## config.mk

```make
export PLATFORM = sky130hd
export DESIGN_NAME = i2c_bit_level_master_unit_flat
export DESIGN_NICKNAME = d
export VERILOG_FILES = /design/src/design/i2cbm_pkg.sv /design/src/design/i2cbm_channels.sv /design/src/design/i2c_bit_level_master_unit.sv /design/src/design/i2cbm_cfg.sv /design/src/design/i2cbm_seq.sv /design/src/flat_wrapper.sv
export SDC_FILE = /design/constraint.sdc
export NUM_CORES = 1
export LEC_CHECK = 0
export BUFFER_PORTS_ARGS = -buffer_cell sky130_fd_sc_hd__buf_2
export CAP_MARGIN = 30
export CORE_UTILIZATION = 34
export CTS_CLUSTER_DIAMETER = 200
export DETAILED_ROUTE_END_ITERATION = 10
export PLACE_DENSITY = 0.53
export SYNTH_ARGS = -nofsm -noshare
export SYNTH_HDL_FRONTEND = slang
export SYNTH_SLANG_ARGS = --single-unit
```

## constraint.sdc

```tcl
create_clock -name clk -period 5.4 [get_ports clk]
set_input_delay 0.54 -clock clk [delete_from_list [all_inputs] [get_ports clk]]
set_output_delay 0.54 -clock clk [all_outputs]
set_load 0.005 [all_outputs]
```

## src/design/i2cbm_pkg.sv

```systemverilog
// ----------------------------------------------------------------------------
// i2cbm_pkg
// Shared types and constants for the I2C bit-level master line sequencer.
// ----------------------------------------------------------------------------
package i2cbm_pkg;

    localparam int BITS_PER_BYTE = 8;
    localparam int CFG_IDX_W     = 8;

    // Command codes carried in the mode field
    localparam logic [2:0] MODE_NONE     = 3'd0;
    localparam logic [2:0] MODE_START    = 3'd1;
    localparam logic [2:0] MODE_STOP     = 3'd2;
    localparam logic [2:0] MODE_WRITE    = 3'd3;
    localparam logic [2:0] MODE_READ     = 3'd4;
    localparam logic [2:0] MODE_WAIT_ACK = 3'd5;

    // Configuration register indexes
    localparam logic [CFG_IDX_W-1:0] REG_SETUP_TICKS      = 8'd0;
    localparam logic [CFG_IDX_W-1:0] REG_HALF_BIT_TICKS   = 8'd1;
    localparam logic [CFG_IDX_W-1:0] REG_ACK_SETTLE_TICKS = 8'd2;
    localparam logic [CFG_IDX_W-1:0] REG_ACK_TIMEOUT      = 8'd3;

    // Reset values of the timing registers
    localparam logic [7:0] SETUP_TICKS_RST      = 8'd4;
    localparam logic [7:0] HALF_BIT_TICKS_RST   = 8'd2;
    localparam logic [7:0] ACK_SETTLE_TICKS_RST = 8'd1;
    localparam logic [7:0] ACK_TIMEOUT_RST      = 8'd250;

    typedef struct packed {
        logic [2:0] mode;
        logic [7:0] tx_byte;
        logic       send_nack;
        logic       sda_level;
    } cmd_item_t;

    typedef struct packed {
        logic       scl_level;
        logic       sda_drive;
        logic       sda_output_enable;
        logic       busy_res;
        logic       done_res;
        logic [7:0] rx_byte;
        logic       ack_missing;
    } res_item_t;

    typedef struct packed {
        logic [CFG_IDX_W-1:0] index;
        logic [7:0]           wdata;
    } cfg_item_t;

    typedef struct packed {
        logic [7:0] setup_ticks;
        logic [7:0] half_bit_ticks;
        logic [7:0] ack_settle_ticks;
        logic [7:0] ack_timeout;
    } timing_t;

endpackage

```

## src/design/i2cbm_channels.sv

```systemverilog
// ----------------------------------------------------------------------------
// i2cbm channels
// Valid/ready channel interfaces for commands, results and configuration.
// ----------------------------------------------------------------------------
interface i2cbm_cmd_if;
    logic                 valid;
    logic                 ready;
    i2cbm_pkg::cmd_item_t data;

    modport source (output valid, output data, input ready);
    modport sink   (input valid, input data, output ready);
endinterface

interface i2cbm_res_if;
    logic                 valid;
    logic                 ready;
    i2cbm_pkg::res_item_t data;

    modport source (output valid, output data, input ready);
    modport sink   (input valid, input data, output ready);
endinterface

interface i2cbm_cfg_if;
    logic                 valid;
    logic                 ready;
    i2cbm_pkg::cfg_item_t data;

    modport source (output valid, output data, input ready);
    modport sink   (input valid, input data, output ready);
endinterface

```

## src/design/i2c_bit_level_master_unit.sv

```systemverilog
// ----------------------------------------------------------------------------
// i2c_bit_level_master_unit
// I2C master line sequencer: one timing tick in, one line/status result out.
// ----------------------------------------------------------------------------
// Each command transaction is one timing tick and gives exactly one result
// transaction. The unit takes one tick per clock: a tick is captured in the
// input register and, once the result register is free, evaluated by the
// sequencer and written to the result register, so ticks may follow back
// to back. The only limit on the rate is the result side: while a result
// waits in the output register and the sink is stalled, the input register
// holds one more tick, then ready drops. A command in mode is taken only on
// a tick where the sequencer is idle; otherwise it is ignored. Timing
// registers are written through the cfg channel (always ready) and must
// only change while the unit is idle.
module i2c_bit_level_master_unit (
    input  logic        clk,
    input  logic        rst_n,
    i2cbm_cmd_if.sink   cmd,
    i2cbm_res_if.source res,
    i2cbm_cfg_if.sink   cfg
);

    i2cbm_pkg::cmd_item_t cmd_reg;
    logic                 cmd_valid_reg;
    i2cbm_pkg::res_item_t res_reg;
    logic                 res_valid_reg;
    i2cbm_pkg::res_item_t seq_res;
    i2cbm_pkg::timing_t   timing;
    logic                 res_free;
    logic                 step;

    // Advance the sequencer whenever a held tick can move into the result slot
    assign res_free  = !res_valid_reg || res.ready;
    assign step      = cmd_valid_reg && res_free;
    assign cmd.ready = !cmd_valid_reg || res_free;
    assign cfg.ready = 1'b1;

    i2cbm_cfg u_cfg (
        .clk    (clk),
        .rst_n  (rst_n),
        .wr_en  (cfg.valid),
        .wr     (cfg.data),
        .timing (timing)
    );

    i2cbm_seq u_seq (
        .clk    (clk),
        .rst_n  (rst_n),
        .tick   (step),
        .item   (cmd_reg),
        .timing (timing),
        .res    (seq_res)
    );

    // Input register: hold the tick until the sequencer consumes it
    always_ff @(posedge clk or negedge rst_n)
    begin
        if (!rst_n)
        begin
            cmd_valid_reg <= 1'b0;
        end
        else if (cmd.ready)
        begin
            cmd_valid_reg <= cmd.valid;
        end
    end

    always_ff @(posedge clk)
    begin
        if (cmd.valid && cmd.ready)
        begin
            cmd_reg <= cmd.data;
        end
    end

    // Result register: drop valid once the sink takes the transaction
    always_ff @(posedge clk or negedge rst_n)
    begin
        if (!rst_n)
        begin
            res_valid_reg <= 1'b0;
        end
        else if (res_free)
        begin
            res_valid_reg <= step;
        end
    end

    always_ff @(posedge clk)
    begin
        if (step)
        begin
            res_reg <= seq_res;
        end
    end

    assign res.valid = res_valid_reg;
    assign res.data  = res_reg;

endmodule

```

## src/design/i2cbm_cfg.sv

```systemverilog
// ----------------------------------------------------------------------------
// i2cbm_cfg
// Timing register file; writes to unknown indexes are dropped.
// ----------------------------------------------------------------------------
module i2cbm_cfg (
    input  logic                 clk,
    input  logic                 rst_n,
    input  logic                 wr_en,
    input  i2cbm_pkg::cfg_item_t wr,
    output i2cbm_pkg::timing_t   timing
);

    i2cbm_pkg::timing_t timing_reg;

    always_ff @(posedge clk or negedge rst_n)
    begin
        if (!rst_n)
        begin
            timing_reg.setup_ticks      <= i2cbm_pkg::SETUP_TICKS_RST;
            timing_reg.half_bit_ticks   <= i2cbm_pkg::HALF_BIT_TICKS_RST;
            timing_reg.ack_settle_ticks <= i2cbm_pkg::ACK_SETTLE_TICKS_RST;
            timing_reg.ack_timeout      <= i2cbm_pkg::ACK_TIMEOUT_RST;
        end
        else if (wr_en)
        begin
            unique case (wr.index)
                i2cbm_pkg::REG_SETUP_TICKS:      timing_reg.setup_ticks      <= wr.wdata;
                i2cbm_pkg::REG_HALF_BIT_TICKS:   timing_reg.half_bit_ticks   <= wr.wdata;
                i2cbm_pkg::REG_ACK_SETTLE_TICKS: timing_reg.ack_settle_ticks <= wr.wdata;
                i2cbm_pkg::REG_ACK_TIMEOUT:      timing_reg.ack_timeout      <= wr.wdata;
                default:                         ;
            endcase
        end
    end

    assign timing = timing_reg;

endmodule

```

## src/design/i2cbm_seq.sv

```systemverilog
// ----------------------------------------------------------------------------
// i2cbm_seq
// Line sequencer state and the per-tick next-state logic.
// ----------------------------------------------------------------------------
module i2cbm_seq (
    input  logic                 clk,
    input  logic                 rst_n,
    input  logic                 tick,
    input  i2cbm_pkg::cmd_item_t item,
    input  i2cbm_pkg::timing_t   timing,
    output i2cbm_pkg::res_item_t res
);

    localparam logic [3:0] PH_IDLE    = 4'd0;
    localparam logic [3:0] PH_ST_A    = 4'd1;
    localparam logic [3:0] PH_ST_B    = 4'd2;
    localparam logic [3:0] PH_SP_A    = 4'd3;
    localparam logic [3:0] PH_SP_B    = 4'd4;
    localparam logic [3:0] PH_WR_LO   = 4'd5;
    localparam logic [3:0] PH_WR_HI   = 4'd6;
    localparam logic [3:0] PH_RD_LO   = 4'd7;
    localparam logic [3:0] PH_RD_HI   = 4'd8;
    localparam logic [3:0] PH_AK_LO   = 4'd9;
    localparam logic [3:0] PH_AK_HI   = 4'd10;
    localparam logic [3:0] PH_WA_REL  = 4'd11;
    localparam logic [3:0] PH_WA_HI   = 4'd12;
    localparam logic [3:0] PH_WA_POLL = 4'd13;

    localparam logic [3:0] BIT_LAST = 4'(i2cbm_pkg::BITS_PER_BYTE);

    logic [3:0] phase_reg, phase_next;
    logic [7:0] tick_reg, tick_next;
    logic [3:0] bit_reg, bit_next;
    logic [7:0] shift_reg, shift_next;
    logic [7:0] rx_reg, rx_next;
    logic [7:0] poll_reg, poll_next;
    logic       scl_reg, scl_next;
    logic       sda_reg, sda_next;
    logic       oe_reg, oe_next;
    logic       nack_reg, nack_next;
    logic       fail_reg, fail_next;
    logic       done_now, miss_now;
    logic [7:0] seg_len;
    logic [3:0] bit_inc;
    logic [7:0] shift_in;

    always_comb
    begin
        unique case (phase_reg)
            PH_ST_A, PH_ST_B, PH_SP_A, PH_SP_B: seg_len = timing.setup_ticks;
            PH_WA_REL, PH_WA_HI:                seg_len = timing.ack_settle_ticks;
            default:                            seg_len = timing.half_bit_ticks;
        endcase
    end

    assign bit_inc  = bit_reg + 4'd1;
    assign shift_in = {shift_reg[6:0], item.sda_level};

    always_comb
    begin
        phase_next = phase_reg;
        tick_next  = tick_reg;
        bit_next   = bit_reg;
        shift_next = shift_reg;
        rx_next    = rx_reg;
        poll_next  = poll_reg;
        scl_next   = scl_reg;
        sda_next   = sda_reg;
        oe_next    = oe_reg;
        nack_next  = nack_reg;
        fail_next  = fail_reg;
        done_now   = 1'b0;
        miss_now   = 1'b0;

        if (phase_reg == PH_IDLE)
        begin
            unique case (item.mode)
                i2cbm_pkg::MODE_START:
                begin
                    scl_next = 1'b1; sda_next = 1'b1; oe_next = 1'b1;
                    phase_next = PH_ST_A; tick_next = 8'd1;
                end
                i2cbm_pkg::MODE_STOP:
                begin
                    fail_next = 1'b0;
                    scl_next = 1'b0; sda_next = 1'b0; oe_next = 1'b1;
                    phase_next = PH_SP_A; tick_next = 8'd1;
                end
                i2cbm_pkg::MODE_WRITE:
                begin
                    oe_next = 1'b1; scl_next = 1'b0;
                    bit_next = 4'd0;
                    // drive the MSB now and keep the rest queued
                    sda_next   = item.tx_byte[7];
                    shift_next = {item.tx_byte[6:0], 1'b0};
                    phase_next = PH_WR_LO; tick_next = 8'd1;
                end
                i2cbm_pkg::MODE_READ:
                begin
                    oe_next = 1'b0; sda_next = 1'b1; scl_next = 1'b0;
                    shift_next = 8'd0; bit_next = 4'd0;
                    nack_next  = item.send_nack;
                    phase_next = PH_RD_LO; tick_next = 8'd1;
                end
                i2cbm_pkg::MODE_WAIT_ACK:
                begin
                    oe_next = 1'b0; sda_next = 1'b1;
                    phase_next = PH_WA_REL; tick_next = 8'd1;
                end
                default: ;
            endcase
        end
        else if (phase_reg == PH_WA_POLL)
        begin
            priority if (!item.sda_level)
            begin
                scl_next = 1'b0;
                phase_next = PH_IDLE; tick_next = 8'd0; done_now = 1'b1;
            end
            else if (poll_reg >= timing.ack_timeout)
            begin
                // give up: flag the miss and close the bus with a stop
                fail_next = 1'b1;
                scl_next = 1'b0; sda_next = 1'b0; oe_next = 1'b1;
                phase_next = PH_SP_A; tick_next = 8'd1;
            end
            else
            begin
                poll_next = poll_reg + 8'd1;
            end
        end
        else if (tick_reg < seg_len)
        begin
            tick_next = tick_reg + 8'd1;
        end
        else
        begin
            unique case (phase_reg)
                PH_ST_A:
                begin
                    sda_next = 1'b0; phase_next = PH_ST_B; tick_next = 8'd1;
                end
                PH_ST_B:
                begin
                    scl_next = 1'b0;
                    phase_next = PH_IDLE; tick_next = 8'd0; done_now = 1'b1;
                end
                PH_SP_A:
                begin
                    sda_next = 1'b1; scl_next = 1'b1;
                    phase_next = PH_SP_B; tick_next = 8'd1;
                end
                PH_SP_B:
                begin
                    phase_next = PH_IDLE; tick_next = 8'd0; done_now = 1'b1;
                    miss_now = fail_reg; fail_next = 1'b0;
                end
                PH_WR_LO:
                begin
                    scl_next = 1'b1; phase_next = PH_WR_HI; tick_next = 8'd1;
                end
                PH_WR_HI:
                begin
                    scl_next = 1'b0;
                    bit_next = bit_inc;
                    if (bit_inc >= BIT_LAST)
                    begin
                        phase_next = PH_IDLE; tick_next = 8'd0; done_now = 1'b1;
                    end
                    else
                    begin
                        sda_next   = shift_reg[7];
                        shift_next = {shift_reg[6:0], 1'b0};
                        phase_next = PH_WR_LO; tick_next = 8'd1;
                    end
                end
                PH_RD_LO:
                begin
                    scl_next = 1'b1; phase_next = PH_RD_HI; tick_next = 8'd1;
                end
                PH_RD_HI:
                begin
                    shift_next = shift_in;
                    bit_next   = bit_inc;
                    scl_next   = 1'b0;
                    tick_next  = 8'd1;
                    if (bit_inc >= BIT_LAST)
                    begin
                        rx_next = shift_in;
                        oe_next = 1'b1;
                        sda_next = nack_reg;
                        phase_next = PH_AK_LO;
                    end
                    else
                    begin
                        phase_next = PH_RD_LO;
                    end
                end
                PH_AK_LO:
                begin
                    scl_next = 1'b1; phase_next = PH_AK_HI; tick_next = 8'd1;
                end
                PH_AK_HI:
                begin
                    scl_next = 1'b0;
                    phase_next = PH_IDLE; tick_next = 8'd0; done_now = 1'b1;
                end
                PH_WA_REL:
                begin
                    scl_next = 1'b1; phase_next = PH_WA_HI; tick_next = 8'd1;
                end
                PH_WA_HI:
                begin
                    poll_next = 8'd0; phase_next = PH_WA_POLL; tick_next = 8'd0;
                end
                default:
                begin
                    phase_next = PH_IDLE; tick_next = 8'd0; done_now = 1'b1;
                end
            endcase
        end
    end

    always_ff @(posedge clk or negedge rst_n)
    begin
        if (!rst_n)
        begin
            phase_reg <= PH_IDLE;
            tick_reg  <= 8'd0;
            bit_reg   <= 4'd0;
            shift_reg <= 8'd0;
            rx_reg    <= 8'd0;
            poll_reg  <= 8'd0;
            scl_reg   <= 1'b1;
            sda_reg   <= 1'b1;
            oe_reg    <= 1'b1;
            nack_reg  <= 1'b0;
            fail_reg  <= 1'b0;
        end
        else if (tick)
        begin
            phase_reg <= phase_next;
            tick_reg  <= tick_next;
            bit_reg   <= bit_next;
            shift_reg <= shift_next;
            rx_reg    <= rx_next;
            poll_reg  <= poll_next;
            scl_reg   <= scl_next;
            sda_reg   <= sda_next;
            oe_reg    <= oe_next;
            nack_reg  <= nack_next;
            fail_reg  <= fail_next;
        end
    end

    always_comb
    begin
        res.scl_level         = scl_next;
        res.sda_drive         = oe_next ? sda_next : 1'b1;
        res.sda_output_enable = oe_next;
        res.busy_res          = (phase_next != PH_IDLE);
        res.done_res          = done_now;
        res.rx_byte           = rx_next;
        res.ack_missing       = miss_now;
    end

endmodule
```

## src/flat_wrapper.sv

```systemverilog
// flat-port wrapper written by rule: the top's interface ports become plain ports
module i2c_bit_level_master_unit_flat 
  (clk, rst_n, cmd_valid, cmd_data, cmd_ready, res_valid, res_data, res_ready, cfg_valid, cfg_data, cfg_ready);
  i2cbm_cmd_if cmd_i ();
  i2cbm_res_if res_i ();
  i2cbm_cfg_if cfg_i ();
  input  logic clk;
  input  logic rst_n;
  input wire logic [$bits(cmd_i.valid)-1:0] cmd_valid;
  input wire logic [$bits(cmd_i.data)-1:0] cmd_data;
  output wire logic [$bits(cmd_i.ready)-1:0] cmd_ready;
  output wire logic [$bits(res_i.valid)-1:0] res_valid;
  output wire logic [$bits(res_i.data)-1:0] res_data;
  input wire logic [$bits(res_i.ready)-1:0] res_ready;
  input wire logic [$bits(cfg_i.valid)-1:0] cfg_valid;
  input wire logic [$bits(cfg_i.data)-1:0] cfg_data;
  output wire logic [$bits(cfg_i.ready)-1:0] cfg_ready;
  assign cmd_i.valid = cmd_valid;
  assign cmd_i.data = cmd_data;
  assign cmd_ready = cmd_i.ready;
  assign res_valid = res_i.valid;
  assign res_data = res_i.data;
  assign res_i.ready = res_ready;
  assign cfg_i.valid = cfg_valid;
  assign cfg_i.data = cfg_data;
  assign cfg_ready = cfg_i.ready;
  i2c_bit_level_master_unit u_core (.clk(clk), .rst_n(rst_n), .cmd(cmd_i), .res(res_i), .cfg(cfg_i));
endmodule
```

==> impl_metrics.tcl <==
set metrics [dict create \
    ys_seq_area_frac 0.495 \
    multiInputGateArea_sq_um 2660 \
    status "finished clean" \
    viasPerCell 5.40 \
    preCtsSetupSlack_ns 1.27 \
    drive_gt1_frac 0.255 \
    switchingPower_uw 1230 \
    hp-class "input pin to asynchronous set/reset pin" \
    synth_top_area_cell "dfrtp_1" \
    critPathLaunchType "register" \
    relSlewSlack 0.397 \
    clk-insertion-delay-late_ns 0.36 \
    ys_types 69 \
    skew_ns 0.00754 \
    largest_register_ffs 32 \
    worst-r2r-cell-count 13 \
    fill_cells 1563 \
    synth-seq-cells 106 \
    row_count 46 \
    ys.flop_type "dfrtp_1" \
    wl_per_cell_microns 16.8 \
    clock-sinks 106 \
    comb_power_share 0.426 \
    antenna_left 0 \
    ys_warn_count 0 \
    grt_pass1_vias 4263 \
    fin_nets 633 \
    cts_htree_levels 3 \
    worstReg2RegEnd "u_core.res.data[10]$_DFFE_PP_" \
    cp_common_cell "nor2_1" \
    core_area_sq_um 16100 \
    diodes 0 \
    reg2reg_slack_ns 1.22 \
    synth-async-reset-ratio 0.745 \
    p_per_area_nw_per_um2 477 \
    arrival_ns 4.26 \
    seq_area_sq_um 2800 \
    grtUsageTotal 0.172 \
    synth_area_sq_um 5660 \
    maxSlewViolCount 0 \
    p_sw_frac 0.400 \
    intPower_uw 1850 \
    synth_edf_count 27 \
    tightest_slew_ns 0.904 \
    die_w_microns 131 \
    cp_cell_sequence "nor3b_1 > nor2_1 > nor2_1 > nor2_1 > a21oi_1 > ha_1 > nand4_1 > a211o_1 > a311o_1 > nand2_1 > o22ai_1 > a2111o_1 > nand4b_1" \
    numCtsBuffers 9 \
    min_period_ns 4.18 \
    clock.fmax_mhz 239 \
    firstDrtPassIters 4 \
    setup_slack_ns 1.22 \
    synth.area.top_cells "dfrtp_1, edfxtp_1, mux2_2" \
    final_hold_viol_count 0 \
    drtIter0Drc 301 \
    clockBufferDepth 2 \
    cts_resized 0 \
    vdd_drop_max_mv 0.187 \
    postSynthAreaPerCell_sq_um 10.5 \
    instances_no_fill 801 \
    grt_pass1_wl_mm 22.5 \
    grt.overflow.total 0 \
    clkPwrFrac 0.220 \
    place_congestion 0.872 \
    critPathKind "register to register" \
    cp_max_fo 10 \
    seq_power_share 0.353 \
    place.port_buffers 49 \
    critPathSlowestCell "dfrtp_1" \
    wirelength_mm 13.5 \
    rsz0062_at_grt "no" \
    root_buffer "clkbuf_16" \
    dpl.cell_count 785 \
    postCtsSetupBuffers 0 \
    reg2reg_from "u_core.u_seq.phase_reg[0]$_DFFE_PN0P_" \
    syn_inst 537 \
    maxCapViolations 0 \
    critPathMaxStageDelay_ns 0.48 \
    synth.top_cell.area_share 0.296 \
    cts_hold_buffers 0 \
    vias 4329 \
    drc 0 \
    grt_max_degree 58 \
    cellLeakagePower_uw 0.00279 \
    crit_required_ns 5.48 \
    syn-num-nets 590 \
    fin_setup_tns_ns 0 \
    period_share 0.773 \
    cts_tree "built" \
    ios 51 \
    dieArea_sq_um 17200 \
    setup_viol 0 \
    endpoint_kind "register" \
    start_util 0.352 \
    antenna_found_initial 0 \
    clk_pin_slew_worst_paths_ns 0.07 \
    die_height_microns 131 \
    areaGrowthSynthToFinish_pct 14.0 \
    dp_hpwl_mm 9.72 \
]
==> Yosys cell counts, drive strengths merged, types with 2 or more instances <==
cell type / count
inv: 19
nand3: 10
and3: 12
or3b: 3
edfxtp: 27
nor3b: 3
nor4: 4
a211oi: 5
xor2: 2
a311o: 2
a211o: 3
a21oi: 37
a2111oi: 4
o2bb2ai: 2
nor2: 35
or3: 5
o22ai: 9
o21a: 4
and2: 3
o21ai: 42
clkbuf: 21
nand2b: 8
or2: 3
nand4: 5
buf: 5
dfrtp: 67
nor2b: 6
o31ai: 6
ha: 19
nor3: 8
a22o: 11
dfstp: 12
mux2: 50
nand2: 49
o32ai: 2
a22oi: 3
nand3b: 5
a31oi: 8
==> layout make-up <==
cell class                 instances  area share
inverter                          19      0.0111
sequential                       106       0.435
timing repair buffer              58      0.0520
clock buffer                      10      0.0355
clock inverter                     6      0.0116
tap                              216      0.0419
multi-input combinational        386       0.413
==> cell usage in the layout (no fill, tap or decap), types with 6 or more instances in the layout <==
cell and instances:
dfrtp_1 67, nand2_1 49, mux2_2 49, buf_2 48, o21ai_0 38, a21oi_1 36, nor2_1 35, edfxtp_1 27
inv_1 19, ha_1 19, and3_1 12, dfstp_2 12, a22o_1 11, nand3_1 10, o22ai_1 9, clkbuf_16 9
buf_4 9, nand2b_1 8, a31oi_1 8, nor3_1 7, nor2b_1 6, o31ai_1 6
==> through the flow <==
stage / cell area [sq um] / utilization / hold WS [ns] / power, uW
detailed placement: 6140 / 0.383 / 0.472 / 2390
global route: 6450 / 0.402 / 0.0956 / 3300
CTS: 6450 / 0.402 / 0.0868 / 3090
global placement: 6120 / 0.381 / 0.475 / 2380
finish: 6450 / 0.402 / 0.0826 / 3080
floorplan: 5660 / - / 0.244 / 2060
==> power by group through the flow <==
stage / Sequential (uW) / Clock, uW / Combinational, uW
finish: 1090 / 678 / 1310
global route: 1110 / 731 / 1460
CTS: 1090 / 702 / 1300
detailed placement: 1100 / 0 / 1290
global placement: 1100 / 0 / 1280
floorplan: 1060 / 0 / 1000
==> cells by family (layout without fill, tap and decap cells) <==
family | Yosys count | after routing | share of synthesized area
fa+ha+maj | 19 | 19 | 0.0420
mux | 51 | 51 | 0.102
simple gates | 163 | 163 | 0.149
xor+xnor | 3 | 3 | 0.00464
other cells | 1 | 1 | 0.000663
compound gates | 149 | 149 | 0.173
buf+inv | 45 | 93 | 0.0338
flops | 106 | 106 | 0.495
==> worst max path at each step <==
stage,startpoint,cells after the start,end,slack [ns]
3_5_place_dp,u_core.u_seq.phase_reg[0]$_DFFE_PN0P_,13,u_core.res.data[12]$_SDFFCE_PN1P_,1.27
4_1_cts,u_core.u_seq.phase_reg[0]$_DFFE_PN0P_,13,u_core.res.data[12]$_SDFFCE_PN1P_,1.21
3_3_place_gp,u_core.u_seq.phase_reg[0]$_DFFE_PN0P_,13,u_core.res.data[12]$_SDFFCE_PN1P_,1.39
2_1_floorplan,u_core.u_seq.phase_reg[2]$_DFFE_PN0P_,15,u_core.res.data[10]$_DFFE_PP_,1.33
5_1_grt,u_core.u_seq.phase_reg[0]$_DFFE_PN0P_,13,u_core.res.data[10]$_DFFE_PP_,0.77
6_report,u_core.u_seq.phase_reg[0]$_DFFE_PN0P_,13,u_core.res.data[10]$_DFFE_PP_,1.22
==> per-layer routing <==
layer | up-vias | wire (microns) | part of all wire | GRT usage
met5 | - | 0 | 0 | 0
met4 | 0 | 227 | 0.017 | 0.0710
met3 | 18 | 549 | 0.041 | 0.0269
met2 | 94 | 6340 | 0.47 | 0.270
met1 | 2135 | 6360 | 0.47 | 0.237
li1 | 2082 | - | - | -
==> worst max-delay path: cells and delay by family, from the launching register on <==
family | cells | cell delay [ns]
simple gates | 7 | 1.69
compound gates | 5 | 1.53
flops | 1 | 0.48
fa+ha+maj | 1 | 0.18
Note: power is estimated with default switching activity, not from simulation.
